--- src/rtl/mprc_pkg.sv ---
// ----------------------------------------------------------------------------
// mprc_pkg
// Types and codes shared by the position ramp controller and its divider.
// ----------------------------------------------------------------------------
`default_nettype none

package mprc_pkg;

    // Configuration register indexes
    localparam logic [2:0] CFG_PRESET_TARGET = 3'd0;
    localparam logic [2:0] CFG_START_MARGIN  = 3'd1;
    localparam logic [2:0] CFG_STOP_MARGIN   = 3'd2;
    localparam logic [2:0] CFG_RAMP_SPAN     = 3'd3;
    localparam logic [2:0] CFG_DUTY_OFFSET   = 3'd4;

    localparam int CfgIdxW  = 3;
    localparam int CfgDataW = 31;

    // Reset values of the configuration registers
    localparam logic [30:0] RST_PRESET_TARGET = 31'd197500;
    localparam logic [15:0] RST_START_MARGIN  = 16'd20;
    localparam logic [15:0] RST_STOP_MARGIN   = 16'd3;
    localparam logic [15:0] RST_RAMP_SPAN     = 16'd20000;
    localparam logic [15:0] RST_DUTY_OFFSET   = 16'd1000;

    typedef enum logic [1:0] {
        MODE_STOP  = 2'd0,
        MODE_ERROR = 2'd1,
        MODE_FWD   = 2'd2
    } t_mode;

    typedef enum logic [2:0] {
        SEQ_IDLE,
        SEQ_POS,
        SEQ_DIST,
        SEQ_EVAL,
        SEQ_MUL,
        SEQ_DIV,
        SEQ_FIN
    } t_seq;

    typedef struct packed {
        logic [15:0] encoder_count;
        logic        counter_wrapped;
        logic        wrap_up;
        logic        front_switch_closed;
        logic        preset_request;
    } t_in_beat;

    typedef struct packed {
        logic [15:0]        duty;
        logic               direction;
        logic [1:0]         mode;
        logic signed [31:0] position;
    } t_out_beat;

    typedef struct packed {
        logic        start;
        logic [31:0] num;
        logic [15:0] den;
    } t_div_req;

endpackage

`default_nettype wire

--- src/rtl/mprc_div.sv ---
// ----------------------------------------------------------------------------
// mprc_div
// Serial restoring divider, one quotient bit per cycle. The caller keeps
// num / den below 2^16, so sixteen steps give the whole quotient.
// ----------------------------------------------------------------------------
`default_nettype none

module mprc_div (
    input  wire logic              i_clk,
    input  wire logic              i_rst_n,
    input  wire mprc_pkg::t_div_req i_req,
    output logic                   o_done,
    output logic [15:0]            o_quo
);

    logic        r_busy, n_busy;
    logic        r_done, n_done;
    logic [3:0]  r_cnt, n_cnt;
    logic [15:0] r_rem, n_rem;
    logic [15:0] r_lo, n_lo;
    logic [15:0] r_quo, n_quo;
    logic [15:0] r_den, n_den;

    logic [16:0] w_trial;
    logic        w_ge;

    assign w_trial = {r_rem, r_lo[15]};
    assign w_ge    = (w_trial >= {1'b0, r_den});

    always_comb begin
        n_busy = r_busy;
        n_done = 1'b0;
        n_cnt  = r_cnt;
        n_rem  = r_rem;
        n_lo   = r_lo;
        n_quo  = r_quo;
        n_den  = r_den;
        if (i_req.start) begin
            // upper half is already below the divisor
            n_busy = 1'b1;
            n_cnt  = 4'hF;
            n_rem  = i_req.num[31:16];
            n_lo   = i_req.num[15:0];
            n_den  = i_req.den;
        end else if (r_busy) begin
            n_rem = w_ge ? 16'(w_trial - {1'b0, r_den}) : w_trial[15:0];
            n_lo  = {r_lo[14:0], 1'b0};
            n_quo = {r_quo[14:0], w_ge};
            n_cnt = r_cnt - 4'd1;
            if (r_cnt == 4'd0) begin
                n_busy = 1'b0;
                n_done = 1'b1;
            end
        end
    end

    always_ff @(posedge i_clk) begin
        if (!i_rst_n) begin
            r_busy <= 1'b0;
            r_done <= 1'b0;
            r_cnt  <= 4'd0;
        end else begin
            r_busy <= n_busy;
            r_done <= n_done;
            r_cnt  <= n_cnt;
        end
        r_rem <= n_rem;
        r_lo  <= n_lo;
        r_quo <= n_quo;
        r_den <= n_den;
    end

    assign o_done = r_done;
    assign o_quo  = r_quo;

    property p_no_start_while_busy;
        @(posedge i_clk) disable iff (!i_rst_n) r_busy |-> !i_req.start;
    endproperty
    a_no_start_while_busy: assert property (p_no_start_while_busy)
        else $error("divider restarted mid-division");

    property p_done_after_busy;
        @(posedge i_clk) disable iff (!i_rst_n) n_done |-> r_busy;
    endproperty
    a_done_after_busy: assert property (p_done_after_busy)
        else $error("divider done without a running division");

    property p_rem_below_den;
        @(posedge i_clk) disable iff (!i_rst_n) (r_busy && r_den != 16'd0) |-> (r_rem < r_den);
    endproperty
    a_rem_below_den: assert property (p_rem_below_den)
        else $error("divider remainder reached the divisor");

endmodule

`default_nettype wire

--- src/rtl/motor_position_ramp_controller.sv ---
// ----------------------------------------------------------------------------
// motor_position_ramp_controller
// Carriage position tracking with a proportional duty ramp toward a target.
// ----------------------------------------------------------------------------
// Usage:
//   Input channel (i_in_valid / o_in_stall / i_in_data) takes one beat per
//   control tick: encoder count, wrap flag and direction, front end switch,
//   preset request. Output channel (o_out_valid / i_out_stall / o_out_data)
//   returns one beat per tick: duty, direction, mode and 32-bit position.
//   Configuration is a plain write port (i_cfg_we, i_cfg_idx, i_cfg_data),
//   written only while no tick is in flight; the user must keep to this, as
//   the block does not enforce it. A tick steps through position, distance
//   and evaluation; one that ends in stop or error goes on to the final
//   step, which writes the output register; one that ramps duty in forwards
//   first waits on the 16-step serial divider that forms the proportional
//   term. The input reopens as the result is written.
//   One tick is in flight at a time; o_in_stall stays high until its result
//   sits in the output register.
//   The output register holds a result while the receiver stalls, and the
//   next tick may be accepted meanwhile; that tick waits at its last step
//   until the register frees.
//   Reset (synchronous, active low): configuration returns to its defaults,
//   wrap count and target clear, mode is stop, duty 0, direction forwards.
// ----------------------------------------------------------------------------
`default_nettype none

module motor_position_ramp_controller #(
    parameter int FULL_DUTY = 65535
) (
    input  wire logic                               i_clk,
    input  wire logic                               i_rst_n,
    input  wire logic                               i_in_valid,
    output logic                                    o_in_stall,
    input  wire mprc_pkg::t_in_beat                 i_in_data,
    output logic                                    o_out_valid,
    input  wire logic                               i_out_stall,
    output mprc_pkg::t_out_beat                     o_out_data,
    input  wire logic                               i_cfg_we,
    input  wire logic [mprc_pkg::CfgIdxW-1:0]       i_cfg_idx,
    input  wire logic [mprc_pkg::CfgDataW-1:0]      i_cfg_data
);

    localparam logic [15:0] FullDuty = 16'(FULL_DUTY);

    // configuration
    logic [30:0] r_preset;
    logic [15:0] r_start_m, r_stop_m, r_span, r_offset;

    // control state
    mprc_pkg::t_seq  r_state, n_state;
    mprc_pkg::t_mode r_mode, n_mode;
    logic [15:0]     r_wrap, n_wrap;
    logic [31:0]     r_target, n_target;
    logic [15:0]     r_duty, n_duty;
    logic            r_dir, n_dir;
    logic            r_out_valid, n_out_valid;

    // payload
    mprc_pkg::t_in_beat  r_in;
    mprc_pkg::t_out_beat r_out, n_out;
    logic signed [31:0]  r_pos, n_pos;
    logic [33:0]         r_dist, n_dist;
    logic [15:0]         r_lim, n_lim;

    logic              w_in_acc, w_out_free;
    logic              w_go_fwd, w_halt, w_dist_lt_span;
    logic [15:0]       w_span;
    logic [16:0]       w_duty_sum;
    mprc_pkg::t_div_req w_div_req;
    logic              w_div_done;
    logic [15:0]       w_div_quo;

    assign o_in_stall = (r_state != mprc_pkg::SEQ_IDLE);
    assign w_in_acc   = i_in_valid && !o_in_stall;
    assign w_out_free = !r_out_valid || !i_out_stall;

    assign w_span         = (r_span == 16'd0) ? 16'd1 : r_span;
    assign w_go_fwd       = $signed(r_dist) > $signed({18'd0, r_start_m});
    assign w_halt         = r_dist[33] || (r_dist < {18'd0, r_stop_m});
    assign w_dist_lt_span = r_dist < {18'd0, w_span};
    assign w_duty_sum     = {1'b0, w_div_quo} + {1'b0, r_offset};

    // configuration writes
    always_ff @(posedge i_clk) begin
        if (!i_rst_n) begin
            r_preset  <= mprc_pkg::RST_PRESET_TARGET;
            r_start_m <= mprc_pkg::RST_START_MARGIN;
            r_stop_m  <= mprc_pkg::RST_STOP_MARGIN;
            r_span    <= mprc_pkg::RST_RAMP_SPAN;
            r_offset  <= mprc_pkg::RST_DUTY_OFFSET;
        end else if (i_cfg_we) begin
            case (i_cfg_idx)
                mprc_pkg::CFG_PRESET_TARGET: r_preset  <= i_cfg_data;
                mprc_pkg::CFG_START_MARGIN:  r_start_m <= i_cfg_data[15:0];
                mprc_pkg::CFG_STOP_MARGIN:   r_stop_m  <= i_cfg_data[15:0];
                mprc_pkg::CFG_RAMP_SPAN:     r_span    <= i_cfg_data[15:0];
                mprc_pkg::CFG_DUTY_OFFSET:   r_offset  <= i_cfg_data[15:0];
                default: ;
            endcase
        end
    end

    // sequencer next state
    always_comb begin
        n_state = r_state;
        case (r_state)
            mprc_pkg::SEQ_IDLE: if (w_in_acc) n_state = mprc_pkg::SEQ_POS;
            mprc_pkg::SEQ_POS:  n_state = mprc_pkg::SEQ_DIST;
            mprc_pkg::SEQ_DIST: n_state = mprc_pkg::SEQ_EVAL;
            mprc_pkg::SEQ_EVAL: begin
                if (r_mode == mprc_pkg::MODE_FWD && !w_halt) begin
                    n_state = mprc_pkg::SEQ_MUL;
                end else begin
                    n_state = mprc_pkg::SEQ_FIN;
                end
            end
            mprc_pkg::SEQ_MUL:  n_state = mprc_pkg::SEQ_DIV;
            mprc_pkg::SEQ_DIV:  if (w_div_done) n_state = mprc_pkg::SEQ_FIN;
            mprc_pkg::SEQ_FIN:  if (w_out_free) n_state = mprc_pkg::SEQ_IDLE;
            default:            n_state = mprc_pkg::SEQ_IDLE;
        endcase
    end

    // sequencer actions
    always_comb begin
        n_mode      = r_mode;
        n_wrap      = r_wrap;
        n_target    = r_target;
        n_duty      = r_duty;
        n_dir       = r_dir;
        n_pos       = r_pos;
        n_dist      = r_dist;
        n_lim       = r_lim;
        n_out       = r_out;
        n_out_valid = r_out_valid && i_out_stall;
        w_div_req   = '{start: 1'b0, num: 32'd0, den: w_span};
        case (r_state)
            mprc_pkg::SEQ_POS: begin
                if (r_in.preset_request) n_target = {1'b0, r_preset};
                if (r_in.front_switch_closed) begin
                    n_mode = mprc_pkg::MODE_ERROR;
                    n_duty = 16'd0;
                end
                if (r_in.counter_wrapped) begin
                    n_wrap = r_in.wrap_up ? r_wrap + 16'd1 : r_wrap - 16'd1;
                end
                // wraps * 65535 + count, done as wraps * 65536 - wraps + count
                n_pos = $signed({n_wrap, 16'h0000} - {{16{n_wrap[15]}}, n_wrap}
                                + {16'h0000, r_in.encoder_count});
            end
            mprc_pkg::SEQ_DIST: begin
                n_dist = {{2{r_target[31]}}, r_target} - {{2{r_pos[31]}}, r_pos};
            end
            mprc_pkg::SEQ_EVAL: begin
                case (r_mode)
                    mprc_pkg::MODE_STOP: begin
                        n_duty = 16'd0;
                        if (w_go_fwd) n_mode = mprc_pkg::MODE_FWD;
                    end
                    mprc_pkg::MODE_FWD: begin
                        n_dir = 1'b1;
                        if (w_halt) n_mode = mprc_pkg::MODE_STOP;
                        n_lim = w_dist_lt_span ? r_dist[15:0] : w_span;
                    end
                    default: begin
                        n_mode = mprc_pkg::MODE_ERROR;
                        n_duty = 16'd0;
                    end
                endcase
            end
            mprc_pkg::SEQ_MUL: begin
                w_div_req.start = 1'b1;
                w_div_req.num   = 32'({16'h0000, FullDuty} * {16'h0000, r_lim});
            end
            mprc_pkg::SEQ_DIV: begin
                if (w_div_done) begin
                    n_duty = (w_duty_sum > {1'b0, FullDuty}) ? FullDuty : w_duty_sum[15:0];
                end
            end
            mprc_pkg::SEQ_FIN: begin
                if (w_out_free) begin
                    n_out_valid    = 1'b1;
                    n_out.duty     = r_duty;
                    n_out.direction = r_dir;
                    n_out.mode     = r_mode;
                    n_out.position = r_pos;
                end
            end
            default: ;
        endcase
    end

    always_ff @(posedge i_clk) begin
        if (!i_rst_n) begin
            r_state     <= mprc_pkg::SEQ_IDLE;
            r_mode      <= mprc_pkg::MODE_STOP;
            r_wrap      <= 16'd0;
            r_target    <= 32'd0;
            r_duty      <= 16'd0;
            r_dir       <= 1'b1;
            r_out_valid <= 1'b0;
        end else begin
            r_state     <= n_state;
            r_mode      <= n_mode;
            r_wrap      <= n_wrap;
            r_target    <= n_target;
            r_duty      <= n_duty;
            r_dir       <= n_dir;
            r_out_valid <= n_out_valid;
        end
        if (w_in_acc) r_in <= i_in_data;
        r_pos  <= n_pos;
        r_dist <= n_dist;
        r_lim  <= n_lim;
        r_out  <= n_out;
    end

    mprc_div u_div (
        .i_clk   (i_clk),
        .i_rst_n (i_rst_n),
        .i_req   (w_div_req),
        .o_done  (w_div_done),
        .o_quo   (w_div_quo)
    );

    assign o_out_valid = r_out_valid;
    assign o_out_data  = r_out;

    property p_error_sticky;
        @(posedge i_clk) disable iff (!i_rst_n)
            (r_mode == mprc_pkg::MODE_ERROR) |=> (r_mode == mprc_pkg::MODE_ERROR);
    endproperty
    a_error_sticky: assert property (p_error_sticky)
        else $error("error mode was left without reset");

    property p_error_zero_duty;
        @(posedge i_clk) disable iff (!i_rst_n)
            (r_mode == mprc_pkg::MODE_ERROR) |-> (r_duty == 16'd0);
    endproperty
    a_error_zero_duty: assert property (p_error_zero_duty)
        else $error("nonzero duty in error mode");

    property p_duty_capped;
        @(posedge i_clk) disable iff (!i_rst_n) r_duty <= FullDuty;
    endproperty
    a_duty_capped: assert property (p_duty_capped)
        else $error("duty above full scale");

    property p_div_done_in_div;
        @(posedge i_clk) disable iff (!i_rst_n)
            w_div_done |-> (r_state == mprc_pkg::SEQ_DIV);
    endproperty
    a_div_done_in_div: assert property (p_div_done_in_div)
        else $error("divider finished outside its sequencer step");

endmodule

`default_nettype wire
--- config.mk ---
export PLATFORM = sky130hd
export DESIGN_NAME = motor_position_ramp_controller
export DESIGN_NICKNAME = d
export VERILOG_FILES = /design/src/rtl/mprc_pkg.sv /design/src/rtl/mprc_div.sv /design/src/rtl/motor_position_ramp_controller.sv
export SDC_FILE = /design/constraint.sdc
export NUM_CORES = 1
export LEC_CHECK = 0
export BUFFER_PORTS_ARGS = -buffer_cell sky130_fd_sc_hd__buf_2
export CAP_MARGIN = 40
export CORE_ASPECT_RATIO = 1.25
export CORE_MARGIN = 2
export CORE_UTILIZATION = 25
export CTS_CLUSTER_SIZE = 16
export DETAILED_ROUTE_END_ITERATION = 16
export PLACE_DENSITY = 0.42
export SETUP_SLACK_MARGIN = 0.4
export SLEW_MARGIN = 25
export SYNTH_ARGS = -nofsm -noshare
export SYNTH_HDL_FRONTEND = slang
export SYNTH_SLANG_ARGS = --single-unit
--- constraint.sdc ---
create_clock -name i_clk -period 7.1 [get_ports i_clk]
set_input_delay 0.355 -clock i_clk [delete_from_list [all_inputs] [get_ports i_clk]]
set_output_delay 0.355 -clock i_clk [all_outputs]
set_load 0.02 [all_outputs]
==> impl_metrics.csv, run 1 <==
group,metric,value,unit
status,run_status,"finished, final reports clean",
global_route,first_global_vias,19228,
placed_design,gp_routability_congestion,0.844,
final_layout,synthToLayoutAreaGrowth,17.6,%
worst_setup_path,cp.buffers_inverters,5,
synthesis,yosys_warnings,0,
cts,cts-buffers-inserted,49,
floorplanning,chipWidth,287,um
worst_setup_path,critical_path.startpoint_type,"flip-flop",
drt,route.final.wire_length,68.9,mm
worst_setup_path,critical_path_class,"reg -> reg",
floorplanning,floorplan.initialDensity,0.253,
drt,number_of_vias_in_the_routed_layout,18428,
worst_setup_path,worst-endpoint-arrival,6.80,ns
final_layout,drive_gt1_frac,0.114,
worst_setup_path,crit_path_max_incr_delay,0.62,ns
cts,clockBufferDepth,3,
cts,tritoncts,"done",
floorplanning,core_area,0.0993,mm2
global_route,total_overflow_reported_by_the_global_router,0,
timing,final_setup_violation_count,0,
placed_design,numPortBuffers,110,
timing,slew_violations,0,
placed_design,placedCellCount,3931,
drt,drtIter0Drc,956,
pwr,power.total,0.00653,W
floorplanning,ioPinCount,112,
pwr,power.density_cell_area,221,mW/mm2
timing,finalSetupTns,0,ns
cts,clkLatencyLatePin,0.61,ns
timing,max_freq,155,MHz
synthesis,synthFlopType,"sky130_fd_sc_hd__edfxtp_1",
pwr,total_leakage_power,12.5,nW
worst_setup_path,crit_path_frequent_cell,"sky130_fd_sc_hd__fa_1",
drt,route.detailed.vias_per_inst,4.51,
drt,postRouteAntennaNets,0,
worst_hold_path,hold_path_class,"in -> reg",
global_route,globalRouteTotalUtil,0.134,
final_layout,filler_cell_count,10398,
global_route,grt_start_max_net_pins,76,
global_route,grt_pass1_wl,108,mm
drt,routedWlPerCell,16.9,um
worst_setup_path,cp_max_fo,7,
placed_design,estimated_wirelength_of_the_detail_placed_design,53.4,mm
floorplanning,fp_rows,129,
timing,finClkSkew,0.0292,ns
floorplanning,design.die.area,0.103,mm2
global_route,globalRouteMet3Util,0.0262,
cts,cts_root_buf,"sky130_fd_sc_hd__clkbuf_16",
drt,firstDrtPassIters,5,
worst_setup_path,cp.required,7.44,ns
synthesis,yosysSeqAreaShare,0.393,
worst_setup_path,crit_chain,"fa_2, inv_2, fa_2, clkinvlp_4, buf_4, ha_1, fa_1, inv_1, fa_1, fa_1, inv_1, ha_1, a21oi_1, o21ai_1, or3_4, o211ai_4, a31oi_4, o21ai_2, a21oi_1, or3_1, a31o_1",
timing,finalCritPeriodShare,0.909,
timing,fin_crit,6.46,ns
job,cap_violations,0,
floorplanning,dieHeight,358,um
worst_setup_path,crit_path_top_delay_cell,"sky130_fd_sc_hd__fa_2",
cts,clkSlewWorstSetupHoldPaths,0.06,ns
final_layout,post_layout_nonfiller_instances,4086,
synthesis,syn_avg_cell_area,9.72,um2
synthesis,postSynth.asyncResetShare,0,
cts,sink_count,385,
timing,rsz_0062_raised_after_global_routing,"no",
synthesis,ys_types,93,
global_route,gr-usage-met2,0.246,
timing,hold_viol,0,
synthesis,synthesis.area,0.0251,mm2
global_route,use_met1,0.154,
drt,remaining_drc_errors,0,
synthesis,synth-edff-count,215,
synthesis,total_of_flip_flops_plus_latches_after_synthesis,385,
timing,whs,0.0819,ns
worst_setup_path,critical_path_s_top_delay_family,"adder cells",
final_layout,finalNetCount,3140,
cts,htree_levels,2,
synthesis,syn_nets,2991,
global_route,globalRoute.busiestLayer,"met2",
timing,relSlewSlack,0.458,
timing,worst_slew_pin_slew,0.813,ns
worst_setup_path,critPathCaptureType,"flip-flop",
synthesis,netlist_instances,2583,
pwr,max-vdd-ir-drop,172,uV
global_route,grt_antenna_before_repair,17,
stage by stage:
step	worst slack (ns)	util	instance area, um2
floorplan	0.686	-	25100
global placement	0.322	0.273	27100
detailed placement	0.200	0.274	27200
CTS	0.406	0.295	29200
global route	0.371	0.297	29500
finish	0.644	0.298	29500
final timing paths:
| path | slack, ns | from | end | cells after the start |
|---|---|---|---|---|
| max reg2reg | 0.64 | r_lim[5] | u_div.r_rem[14] | 21 |
| min reg2reg | 0.44 | r_duty[11] | o_out_data[46] | 0 |
| max | 0.64 | r_lim[5] | u_div.r_rem[14] | 21 |
| min | 0.08 | i_cfg_data[13] | r_stop_m[13] | 3 |
timing repair:
item / 4_1_cts / 5_1_grt
resized for setup: 5 / 27
hold endpoints to repair: 35 / 0
buffers inserted: 1 / 23
setup endpoints to repair: 4 / 11
hold buffers: 35 / 0
pin swaps: 1 / 8
gates cloned: 0 / 0
cell families (layout without fill, tap and decap cells):
| group | after synthesis | count (layout) | share of synthesized area |
|---|---|---|---|
| AOI/OAI and AO/OA | 620 | 620 | 0.170 |
| other | 1 | 4 | 0.000149 |
| muxes | 20 | 20 | 0.00812 |
| xor gates and xnor gates | 141 | 141 | 0.0492 |
| and+or+nand+nor | 686 | 686 | 0.124 |
| DFF | 385 | 385 | 0.393 |
| adders and majority gates | 350 | 350 | 0.198 |
| buffers and inverters | 380 | 570 | 0.0582 |
cell type report:
cell class                      count  area [um2]  area share
Tap cell                         1310        1640      0.0555
Clock buffer                       69        1410      0.0476
Timing Repair Buffer              191        1320      0.0446
Antenna cell                        3        7.51    0.000254
Sequential cell                   385        9860       0.334
Inverter                          287        1080      0.0367
Clock inverter                     23         288     0.00974
Multi-Input combinational cell   1818       13900       0.472
synthesized netlist by cell type (all sizes together), types with 6 or more instances:
library cell / count / area [um2]
o21ai: 128 / 644
nand3b: 6 / 45.0
a21o: 76 / 571
nor4: 11 / 68.8
mux2i: 17 / 170
xnor2: 87 / 762
nand2: 378 / 1420
nand3: 43 / 215
nor2b: 34 / 213
o21a: 20 / 150
nand4: 16 / 100
xor2: 54 / 473
nand2b: 23 / 144
a31oi: 14 / 115
o31ai: 7 / 71.3
nor3: 18 / 95.1
dfxtp: 170 / 3400
a21boi: 122 / 920
or3: 9 / 56.3
fa: 79 / 1580
and3: 15 / 93.8
and4: 7 / 62.6
inv: 287 / 1080
nor2: 94 / 353
buf: 17 / 98.8
a21oi: 142 / 729
and2: 13 / 81.3
clkbuf: 76 / 285
o211a: 10 / 100
o211ai: 18 / 140
a2111oi: 6 / 85.1
ha: 270 / 3380
o21bai: 13 / 97.6
a211oi: 21 / 203
edfxtp: 215 / 6460
per-layer routing:
metal,part of all wire,up-vias
met5,0.0017,-
met2,0.50,281
li1,-,9234
met4,0.036,20
met3,0.042,127
met1,0.42,8766
tightest hold or removal path, delay by kind of cell:
kind	cells	cell delay, ns
AOI/OAI and AO/OA	1	0.06
buffers and inverters	1	0.15
and+or+nand+nor	1	0.06
flip-flops by register name (all words and copies together) (netlist names), 16 cells and up:
signal / cells
o_out_data: 50
r_dist: 33
r_duty: 16
r_in: 20
r_lim: 16
r_offset: 16
r_pos: 32
r_preset: 31
r_span: 16
r_start_m: 16
r_stop_m: 16
r_target: 31
r_wrap: 16
u_div.o_quo: 16
u_div.r_den: 16
u_div.r_lo: 16
u_div.r_rem: 16
placed cells by master (no fill, tap or decap), types with 12 or more instances in the layout:
cell type                         n
sky130_fd_sc_hd__a211oi_1        12
sky130_fd_sc_hd__a21boi_0       120
sky130_fd_sc_hd__a21o_1          76
sky130_fd_sc_hd__a21oi_1        135
sky130_fd_sc_hd__and3_1          14
sky130_fd_sc_hd__buf_2          109
sky130_fd_sc_hd__buf_4           41
sky130_fd_sc_hd__clkbuf_1        13
sky130_fd_sc_hd__clkbuf_16       52
sky130_fd_sc_hd__dfxtp_1        170
sky130_fd_sc_hd__dlygate4sd3_1   35
sky130_fd_sc_hd__edfxtp_1       215
sky130_fd_sc_hd__fa_1            71
sky130_fd_sc_hd__ha_1           266
sky130_fd_sc_hd__inv_1          280
sky130_fd_sc_hd__mux2i_1         17
sky130_fd_sc_hd__nand2_1        376
sky130_fd_sc_hd__nand2b_1        23
sky130_fd_sc_hd__nand3_1         43
sky130_fd_sc_hd__nand4_1         16
sky130_fd_sc_hd__nor2_1          93
sky130_fd_sc_hd__nor2b_1         34
sky130_fd_sc_hd__nor3_1          17
sky130_fd_sc_hd__o211ai_1        17
sky130_fd_sc_hd__o21a_1          20
sky130_fd_sc_hd__o21ai_0        102
sky130_fd_sc_hd__o21ai_1         21
sky130_fd_sc_hd__o21bai_1        13
sky130_fd_sc_hd__xnor2_1         87
sky130_fd_sc_hd__xor2_1          53
power by group:
group	leakage, nW	switching (W)	internal, W
Combinational	8.25	0.000773	0.000523
Clock	0.829	0.00104	0.00157
Sequential	3.38	0.0000890	0.00253
No activity file was read; power rests on OpenSTA's default activity.
==> run 2, diff against run 1 <==
--- a/config.mk
+++ b/config.mk
@@ -7,7 +7,6 @@
 export LEC_CHECK = 0
 export BUFFER_PORTS_ARGS = -buffer_cell sky130_fd_sc_hd__buf_2
 export CAP_MARGIN = 40
-export CORE_ASPECT_RATIO = 1.25
 export CORE_MARGIN = 2
 export CORE_UTILIZATION = 25
 export CTS_CLUSTER_SIZE = 16
==> constraint.sdc (replaced) <==
create_clock -name i_clk -period 7.1 [get_ports i_clk]
set_input_delay 0.355 -clock i_clk [delete_from_list [all_inputs] [get_ports i_clk]]
set_output_delay 0.355 -clock i_clk [all_outputs]
set_load 0.005 [all_outputs]
==> run 2 against run 1 <==
Fmax up 0.64%. Wire length down 0.18%. Via count up 0.11%. Sequential power about the same. Worst hold slack better by 0.013 ns. Clock power about the same. Critical path depth up 3. Setup slack better by 0.041 ns. Critical endpoint unchanged. Largest cell class unchanged. Highest routed layer unchanged.
==> impl_metrics.csv, run 2 (synthesis results as in run 1) <==
group,metric,value,unit
status,run_status,"finished, final reports clean",
drt,number_of_vias_in_the_routed_layout,18448,
pwr,max-vdd-ir-drop,257,uV
cts,tritoncts,"done",
floorplanning,chipWidth,321,um
worst_setup_path,crit_chain,"inv_1, fa_2, inv_2, fa_2, xor2_2, ha_2, a21oi_4, inv_2, ha_4, a21o_1, fa_1, inv_1, fa_1, inv_1, ha_2, a21o_1, a21o_1, a21o_1, a2111oi_4, a31oi_2, o21ai_2, a21oi_1, or3_1, a31o_1",
final_layout,drive_gt1_frac,0.113,
floorplanning,design.die.area,0.103,mm2
timing,finalCritPeriodShare,0.904,
timing,finClkSkew,0.0296,ns
floorplanning,dieHeight,321,um
floorplanning,floorplan.initialDensity,0.251,
worst_setup_path,worst-endpoint-arrival,6.76,ns
floorplanning,fp_rows,116,
global_route,grt_antenna_before_repair,2,
timing,rsz_0062_raised_after_global_routing,"no",
worst_setup_path,cp.required,7.45,ns
cts,clkLatencyLatePin,0.61,ns
pwr,total_leakage_power,12.4,nW
drt,drtIter0Drc,869,
timing,max_freq,156,MHz
cts,cts_root_buf,"sky130_fd_sc_hd__clkbuf_16",
placed_design,placement.setup.worst_slack,0.104,ns
placed_design,estimated_wirelength_of_the_detail_placed_design,53.0,mm
timing,hold_viol,0,
cts,clkSlewWorstSetupHoldPaths,0.06,ns
final_layout,synthToLayoutAreaGrowth,17.2,%
worst_setup_path,crit_path_frequent_cell,"sky130_fd_sc_hd__a21o_1",
global_route,total_overflow_reported_by_the_global_router,0,
pwr,power.density_cell_area,222,mW/mm2
final_layout,finalNetCount,3138,
cts,cts-buffers-inserted,48,
final_layout,commonest_non_fill_non_tap_cell_in_the_layout,"sky130_fd_sc_hd__nand2_1",
global_route,first_global_vias,18710,
worst_setup_path,crit_path_max_incr_delay,0.60,ns
job,cap_violations,0,
global_route,grt_start_max_net_pins,58,
worst_setup_path,critical_path.startpoint_type,"flip-flop",
cts,sink_count,385,
cts,htree_levels,2,
drt,remaining_drc_errors,0,
worst_setup_path,critPathCaptureType,"flip-flop",
worst_hold_path,hold_path_class,"in -> reg",
worst_setup_path,crit_path_top_delay_cell,"sky130_fd_sc_hd__fa_2",
timing,worst_slew_pin_slew,0.854,ns
timing,slew_violations,0,
pwr,power.total,0.00653,W
drt,firstDrtPassIters,5,
timing,relSlewSlack,0.429,
global_route,globalRouteTotalUtil,0.133,
timing,final_setup_violation_count,0,
drt,route.final.wire_length,68.7,mm
floorplanning,ioPinCount,112,
floorplanning,core_area,0.0999,mm2
placed_design,gp_routability_congestion,0.816,
final_layout,n_antenna_cell,0,
drt,routedWlPerCell,16.9,um
final_layout,mostFrequentLayoutCells,"sky130_fd_sc_hd__nand2_1, sky130_fd_sc_hd__inv_1, sky130_fd_sc_hd__ha_1",
timing,worst_slack,0.685,ns
timing,finalSetupTns,0,ns
global_route,grt_pass1_wl,107,mm
drt,route.detailed.vias_per_inst,4.54,
cts,clockBufferDepth,3,
final_layout,largest_register_ff_count,50,
final_layout,filler_cell_count,10433,
drt,postRouteAntennaNets,0,
placed_design,numPortBuffers,110,
worst_setup_path,critical_path_class,"reg -> reg",
timing,fin_crit,6.41,ns
worst_setup_path,cp_max_fo,6,
-- run 2: final cells by class --
| cell class | count | area [um2] | area share |
|---|---|---|---|
| multi-input combinational | 1818 | 13900 | 0.472 |
| sequential | 385 | 9860 | 0.335 |
| tap | 1298 | 1620 | 0.0552 |
| clock buffer | 55 | 1290 | 0.0438 |
| timing repair buffer | 190 | 1280 | 0.0434 |
| inverter | 287 | 1080 | 0.0366 |
| clock inverter | 34 | 403 | 0.0137 |
-- run 2: critical path: cells and delay by family, from the launching register on --
| kind | cells | cell delay [ns] |
|---|---|---|
| simple gates | 1 | 0.31 |
| buf+inv | 5 | 0.33 |
| xor+xnor | 1 | 0.10 |
| fa+ha+maj | 7 | 3.03 |
| compound gates | 10 | 2.02 |
| flops | 1 | 0.37 |
-- run 2: routing by layer --
layer / vias to the layer above / part of all wire / GRT usage
met5: - / 0.00041 / 0
met3: 85 / 0.029 / 0.0184
li1: 9245 / - / -
met4: 4 / 0.020 / 0.0320
met1: 8881 / 0.45 / 0.167
met2: 233 / 0.50 / 0.240
-- run 2: repair_timing --
item,in CTS,in global routing
pin swaps,1,7
hold buffers,35,0
buffers inserted,1,20
gates resized for setup,7,18
hold endpoints to repair,35,0
endpoints found under the setup margin,4,11
-- run 2: worst paths after layout --
path | start | endpoint | slack (ns) | cells past startpoint
worst max-delay path | r_lim[10] | u_div.r_rem[14] | 0.69 | 24
worst min-delay path | i_cfg_data[0] | r_start_m[0] | 0.1 | 3
worst max register to register | r_lim[10] | u_div.r_rem[14] | 0.69 | 24
worst min register to register | r_duty[3] | o_out_data[38] | 0.43 | 0
-- run 2: power by group --
group          total [W]  internal (W)  leakage, nW  switching (W)
clock network    0.00262       0.00157        0.819        0.00106
logic            0.00128      0.000522         8.25       0.000760
registers        0.00263       0.00253         3.38      0.0000937
-- run 2: stage by stage --
step                hold WS, ns  cells  area (um2)   util
CTS                      0.0666   4045       29200  0.292
floorplan                 0.408   2583       25100      -
global route             0.0840   4067       29400  0.295
detailed placement        0.419   3920       27100  0.272
finish                   0.0952   4067       29400  0.295
global placement          0.420   3916       27100  0.271
